`config.mk`:
```
export PLATFORM = sky130hd
export DESIGN_NAME = bb3_mean_unit
export DESIGN_NICKNAME = d
export VERILOG_FILES = /design/src/rtl/bb3_pkg.sv /design/src/rtl/bb3_mean_unit.sv
export SDC_FILE = /design/constraint.sdc
export NUM_CORES = 2
export LEC_CHECK = 0
export BUFFER_PORTS_ARGS = -buffer_cell sky130_fd_sc_hd__buf_2
export CAP_MARGIN = 20
export CORE_UTILIZATION = 30
export CTS_CLUSTER_DIAMETER = 60
export DETAILED_ROUTE_END_ITERATION = 8
export SYNTH_ARGS = -nofsm -noshare
export SYNTH_HDL_FRONTEND = slang
export SYNTH_SLANG_ARGS = --single-unit
```
`constraint.sdc`:
```
create_clock -name clk_i -period 12.75 [get_ports clk_i]
set_input_delay 0.6375 -clock clk_i [delete_from_list [all_inputs] [get_ports clk_i]]
set_output_delay 0.6375 -clock clk_i [all_outputs]
set_load 0.05 [all_outputs]
```
`src/rtl/bb3_pkg.sv`:
```
// shared types, register indexes and reciprocal table of the 3x3 box blur
// no dependencies

package bb3_pkg;

  // input word: one rgb pixel
  typedef struct packed {
    logic [7:0] in_red;
    logic [7:0] in_green;
    logic [7:0] in_blue;
  } pix_t;

  // output word: one blurred pixel with its position
  typedef struct packed {
    logic [7:0]  out_red;
    logic [7:0]  out_green;
    logic [7:0]  out_blue;
    logic [15:0] out_row;
    logic [9:0]  out_col;
    logic        last_of_run;
  } res_t;

  // configuration register indexes
  localparam logic REG_FRAME_WIDTH  = 1'b0;
  localparam logic REG_FRAME_HEIGHT = 1'b1;

  localparam int unsigned CfgDataW = 16;
  localparam logic [10:0] WidthReset  = 11'd640;
  localparam logic [15:0] HeightReset = 16'd480;

  // rounded mean is (2*sum + n) / (2*n), done as a multiply by a reciprocal
  localparam int unsigned RecipShift = 18;
  localparam int unsigned RecipW     = 18;
  localparam int unsigned NumerW     = 13;

  // ceil(2^18 / (2*n)), exact for any numerator below 2^13
  function automatic logic [RecipW-1:0] recip(input logic [3:0] n);
    logic [RecipW-1:0] m;
    case (n)
      4'd2:    m = 18'd65536;
      4'd3:    m = 18'd43691;
      4'd4:    m = 18'd32768;
      4'd5:    m = 18'd26215;
      4'd6:    m = 18'd21846;
      4'd7:    m = 18'd18725;
      4'd8:    m = 18'd16384;
      4'd9:    m = 18'd14564;
      default: m = 18'd131072;
    endcase
    return m;
  endfunction

endpackage

```
`src/rtl/bb3_mean_unit.sv`:
```
// two-stage rounded mean of the masked 3x3 window, per channel
// depends on bb3_pkg (pixel type, reciprocal table)

module bb3_mean_unit (
  input  logic           clk_i,
  input  bb3_pkg::pix_t  win_i [9],
  input  logic [8:0]     mask_i,
  output logic [7:0]     mean_o [3]
);

  logic [11:0]                       sum [3];
  logic [3:0]                        cnt;
  logic [bb3_pkg::NumerW-1:0]        numer_q [3];
  logic [bb3_pkg::RecipW-1:0]        recip_q;
  logic [bb3_pkg::NumerW+bb3_pkg::RecipW-1:0] prod [3];
  logic [7:0]                        mean_q [3];

  // masked channel sums and pixel count
  always_comb begin
    for (int ch = 0; ch < 3; ch++) begin
      sum[ch] = '0;
    end
    for (int i = 0; i < 9; i++) begin
      if (mask_i[i]) begin
        sum[0] = sum[0] + 12'(win_i[i].in_red);
        sum[1] = sum[1] + 12'(win_i[i].in_green);
        sum[2] = sum[2] + 12'(win_i[i].in_blue);
      end
    end
    cnt = 4'($countones(mask_i));
  end

  // stage one: numerator 2*sum + n and reciprocal of 2*n
  always_ff @(posedge clk_i) begin
    for (int ch = 0; ch < 3; ch++) begin
      numer_q[ch] <= {sum[ch], 1'b0} + bb3_pkg::NumerW'(cnt);
    end
    recip_q <= bb3_pkg::recip(cnt);
  end

  // stage two: multiply and keep the quotient bits
  always_comb begin
    for (int ch = 0; ch < 3; ch++) begin
      prod[ch] = (bb3_pkg::NumerW+bb3_pkg::RecipW)'(numer_q[ch]) *
                 (bb3_pkg::NumerW+bb3_pkg::RecipW)'(recip_q);
    end
  end

  always_ff @(posedge clk_i) begin
    for (int ch = 0; ch < 3; ch++) begin
      mean_q[ch] <= prod[ch][bb3_pkg::RecipShift +: 8];
    end
  end

  assign mean_o = mean_q;

endmodule

```
# Word level (Yosys, flattened, before mapping)
# Memory sizes are Yosys's and may differ from the RTL's. A register that Yosys moved wholly into a read port is not among the register bits.
# Index checks and enable logic that the tools add are counted.
totals:
  memories: 2
  inputBits: 226
  rom_bits: 288
  mem_bits_rw: 39
  output_inout_bits: 24
  word_cells: 52
  regBits: 24
memory_table:
  columns: ["memory", "words", "width", "read_ports", "rd_clocked_by_memory_dff", "wr", "line", "text"]
  rows:
  - ["(no name shown)", 16, 18, 1, 1, 0, "bb3_pkg.sv:39", "case (n)"]
  - ["numer_q", 3, 13, 3, 0, 3, "bb3_mean_unit.sv:13", "logic [bb3_pkg::NumerW-1:0] numer_q [3];"]
op_classes:
  n_mux: 9
  n_mul: 3
  add_sub_neg: 35
op_table:
  columns: ["operator", "count"]
  rows:
  - ["12-bit by 8-bit adder with 12-bit output", 24]
  - ["36-bit two-way mux", 8]
  - ["13-bit by 18-bit multiplier with 26-bit output", 3]
  - ["13-bit by 4-bit adder with 13-bit output", 3]
  - ["32-bit two-way mux", 1]
  - ["1-bit by 1-bit adder with 2-bit output", 4]
  - ["2-bit by 2-bit adder with 3-bit output", 2]
  - ["3-bit by 3-bit adder with 4-bit output", 1]
  - ["4-bit by 1-bit adder with 4-bit output", 1]

# Longest topological paths before layout
logic_depth:
  depth_word: 18
  ltp_mapped: 56

# Worst setup path before layout
# No wires, ideal clock.
synth_timing:
  path_kind: "in2reg"
  start: "input mask_i[0]"
  end: "memory numer_q[0][12] (netlist bit)"
  t_arrival_ns: 9.454
  path_buffers: 3
  setup_time_ns: 0.123
  setup_slack_ns: 3.173
  cell_stages: 52
  cell_sequence: "buf_2 > buf_2 > clkbuf_1 > nand2_1 > inv_1 > ha_1 > a21o_1 > maj3_1 > xnor2_1 > a21oi_1 > ha_1 > nor2_1 > o21ai_0 > o2111ai_1 > a21boi_0 > inv_1 > ha_1 > o21a_1 > [... 16 more ...] > ha_1 > inv_1 > and3_1 > nor2_1 > mux2_2 > ha_1 > a21boi_0 > o21ai_0 > nand2b_1 > a21oi_1 > nor2b_1 > o21ai_0 > a21oi_1 > nor2_1 > o21ai_0 > xnor2_1 > nand4_1 > xor2_1"
synth_lines:
  columns: ["item", "line", "text"]
  rows:
  - ["start, declared", "bb3_mean_unit.sv:7", "input logic [8:0] mask_i,"]
  - ["end, declared", "bb3_mean_unit.sv:13", null]

==> results by group <==
Min path
  – Worst Hold Path EP: numer_q[0][27]
  – Worst min-delay path class: in -> reg
  – Hold path start: win_i[0]
  – Cells on Worst Hold Path: 4

Cells and area
  – Register area: 1600 um^2
  – Filler cells: 11,200
  – Area delta synth->final: 8.72%
  – Multi-input logic area: between 20,000 and 30,000 um^2
  – Share of cells above drive strength 1: under 10%
  – Nets: 5,194

Global route
  – Initial antenna violation count: 24
  – GRT overflow: 0
  – Number of global-route vias before repair: 27,800
  – Largest net degree at the start of global routing: between 40 and 50
  – First-pass GRT wire length: 148,000 um
  – GRT Total Usage: 16.7%

Synth
  – Area leader, netlist: fa_1
  – Synth top area share: between 30% and 40%
  – Synth Area in Compound Gates: between 10% and 20%
  – Register bit total from synthesis: 79
  – Mapped Cells: between 3,000 and 4,000
  – Ys flop type: dfxtp_1
  – Main combinational cell family by area after synthesis: adder cells
  – Ranking of synthesized cells by area: fa_1 (33%), ha_1 (14%), inv_1 (7.6%)
  – Post-Syn Area per Cell: 8.25 um^2
  – Adder-cell share of the synthesized area: between 40% and 50%
  – Synth cell types: 92
  – Post-Syn Area: 32,700 um^2
  – Synth Area in XOR/XNOR: 6.25%
  – YS warnings: 0
  – Ys async rst share: 0%
  – Simple-gate share of the synthesized area: between 10% and 20%
  – Seq/Total Area, Yosys: 4.84%
  – Synth Net Count: 5,081
  – Number of flops mapped to enable cells by yosys: 0
  – Post-synthesis mux area share: 2.65%

Worst setup path
  – Setup crit end kind: flip-flop
  – R2R cell count: 24
  – FF-to-FF Start: recip_q[3]
  – Most used cell, CP: ha_1
  – Critical path's largest stage delay: 510 ps
  – Worst-path fanout max: 35
  – CP Data Required Time: 13,010 ps
  – CP Class: in -> reg
  – Crit path DAT: 10,880 ps
  – RR Endpoint: mean_o[23]
  – Worst setup SP type: primary input
  – CP max stage cell: a221oi_1
  – Setup slack, reg-to-reg: 6240 ps

Clocking
  – Hold buffers post-CTS: 0
  – CTS Buf Count: 9
  – Post-CTS setup buffers: 0
  – Clk slew on worst S/H paths: 70 ps
  – Max Buffers Root-to-Sink: 2
  – CTS root buffer: clkbuf_16
  – CTS tree: done
  – H-tree Lvls: 3
  – Post-CTS sizing: 0
  – Skew-Pair Late Insertion Delay: ~400 ps
  – Sink Count: 79

STA
  – Max-slew violation total from the final report: 0
  – Max-slew headroom: 31.0%
  – Minimum clock period after layout: around 11,000 ps
  – Worst clock skew: 22.6 ps
  – Crit share post-route: 83.3%
  – Fmax: 94.2 MHz
  – Setup violators final: 0
  – Hold Violations, Final: 0
  – Setup TNS Final: 0 ps
  – RSZ-0062 raised after global routing: no
  – Worst-Margin Slew: a little over 1000 ps

Drt
  – Top Layer Used: met5
  – WL met1: 38,600 um
  – Average wire per standard cell: about 17 um
  – Antenna Violating Nets Remaining: 0
  – First-pass DRT Iterations: 5
  – Detailed-routed wire length on met3: approximately 4700 um
  – # DRC: 0
  – Routed met2 length: ~46,000 um
  – Initial drt markers: around 1,300
  – Routed vias/inst: between 4 and 5
  – Vias: 26,800
  – Detailed-route wire length: 91,100 um

Place
  – Port Buf Inserts: around 250
  – HPWL after detailed placement: around 75,000 um
  – Gp weighted congestion: 0.909

Floorplanning
  – Rows: 120
  – Die footprint: 110,000 um^2
  – Height of the die: 332 um
  – Die width: 332 um
  – Core ar.: between 100,000 and 150,000 um^2
  – # IOs: 250
  – Initial Utilization: 30.4%

Job
  – MaxCap Viol Count: 0

Outcome
  – Status: finished, final reports clean
metal layers:
layer | vias up | global-route usage [%]
met4 | 40 | 4.29
met3 | 121 | 2.67
met5 | - | 0
met1 | 13200 | 20.2
met2 | 594 | 30.4
li1 | 12800 | -
worst max path at each step:
stage / end / cells past startpoint / from
detailed placement: numer_q[0][25] / 51 / mask_i[0]
global route: numer_q[0][25] / 51 / mask_i[0]
finish: numer_q[0][25] / 52 / mask_i[0]
floorplan: numer_q[0][12] / 52 / mask_i[0]
global placement: numer_q[0][25] / 53 / mask_i[0]
CTS: numer_q[0][25] / 51 / mask_i[0]
synthesized netlist by cell type (55+ instances only):
| master | n |
|---|---|
| a21oi_1 | 154 |
| nor2_1 | 177 |
| o21a_1 | 55 |
| o21ai_0 | 155 |
| ha_1 | 361 |
| clkbuf_1 | 152 |
| xor2_1 | 72 |
| fa_1 | 533 |
| xnor2_1 | 135 |
| dfxtp_1 | 79 |
| nand2_1 | 598 |
| inv_1 | 663 |
| and2_1 | 227 |
| a21o_1 | 64 |
placed cells by master (no fill, tap or decap), types with 12 or more instances in the layout:
cell type and instances:
dfxtp_1 67, a21oi_1 154, o31a_1 13, fa_1 533, a21o_1 64, dfxtp_2 12, nand2b_1 21, and3_1 15
xor2_1 72, mux2_2 53, inv_1 663, nand2_1 598, xnor2_1 135, ha_1 361, nor2_1 177, a31oi_1 17
o21bai_1 20, buf_2 249, o21a_1 55, and2_1 227, a211oi_1 15, nand4_1 13, nor2b_1 50, nand3_1 33
o211ai_1 15, nor3_1 37, mux2i_1 27, buf_4 20, o21ai_0 155
flip-flops by register name (all words and copies together), names as in the netlist:
name	flops
numer_q	37
mean_o	24
recip_q	18
worst max-delay path, delay by kind of cell:
family          cells  cell delay, ps
compound gates     24            4650
xor+xnor            4             610
mux                 1             270
simple gates       10            1170
buf+inv             4             670
fa+ha+maj           9            2810
cells by family (layout without fill, tap and decap cells):
| group | count (synthesis) | count (layout) |
|---|---|---|
| AND/OR/NAND/NOR | 1227 | 1227 |
| buffers and inverters | 831 | 949 |
| flip-flops | 79 | 79 |
| other | 0 | 6 |
| XOR/XNOR | 218 | 218 |
| multiplexers | 80 | 80 |
| adder cells (fa/ha/maj) | 896 | 896 |
| AO/OA/AOI/OAI | 630 | 630 |
per-stage QoR:
step | area, um^2 | hold WS, ps | instances | setup slack [ps] | util, %
floorplan | 32700 | 824 | 3961 | 3170 | -
global placement | 35200 | 1100 | 5466 | 2060 | 32.7
detailed placement | 35200 | 1110 | 5466 | 1820 | 32.7
CTS | 35500 | 815 | 5482 | 2200 | 33.0
global route | 35500 | 848 | 5484 | 1150 | 33.0
finish | 35500 | 828 | 5488 | 2130 | 33.0
area by class of cell:
type | count | share of cell area (%)
multi-input combinational | 3051 | 78.6
inverter | 664 | 7.02
clock inverter | 7 | 0.306
timing repair buffer | 269 | 3.93
clock buffer | 9 | 0.634
antenna | 6 | 0.0423
tap | 1403 | 4.94
sequential | 79 | 4.49
Power is not shown: default switching activity piles up to over one toggle a cycle in this logic, so the estimate is an artifact.
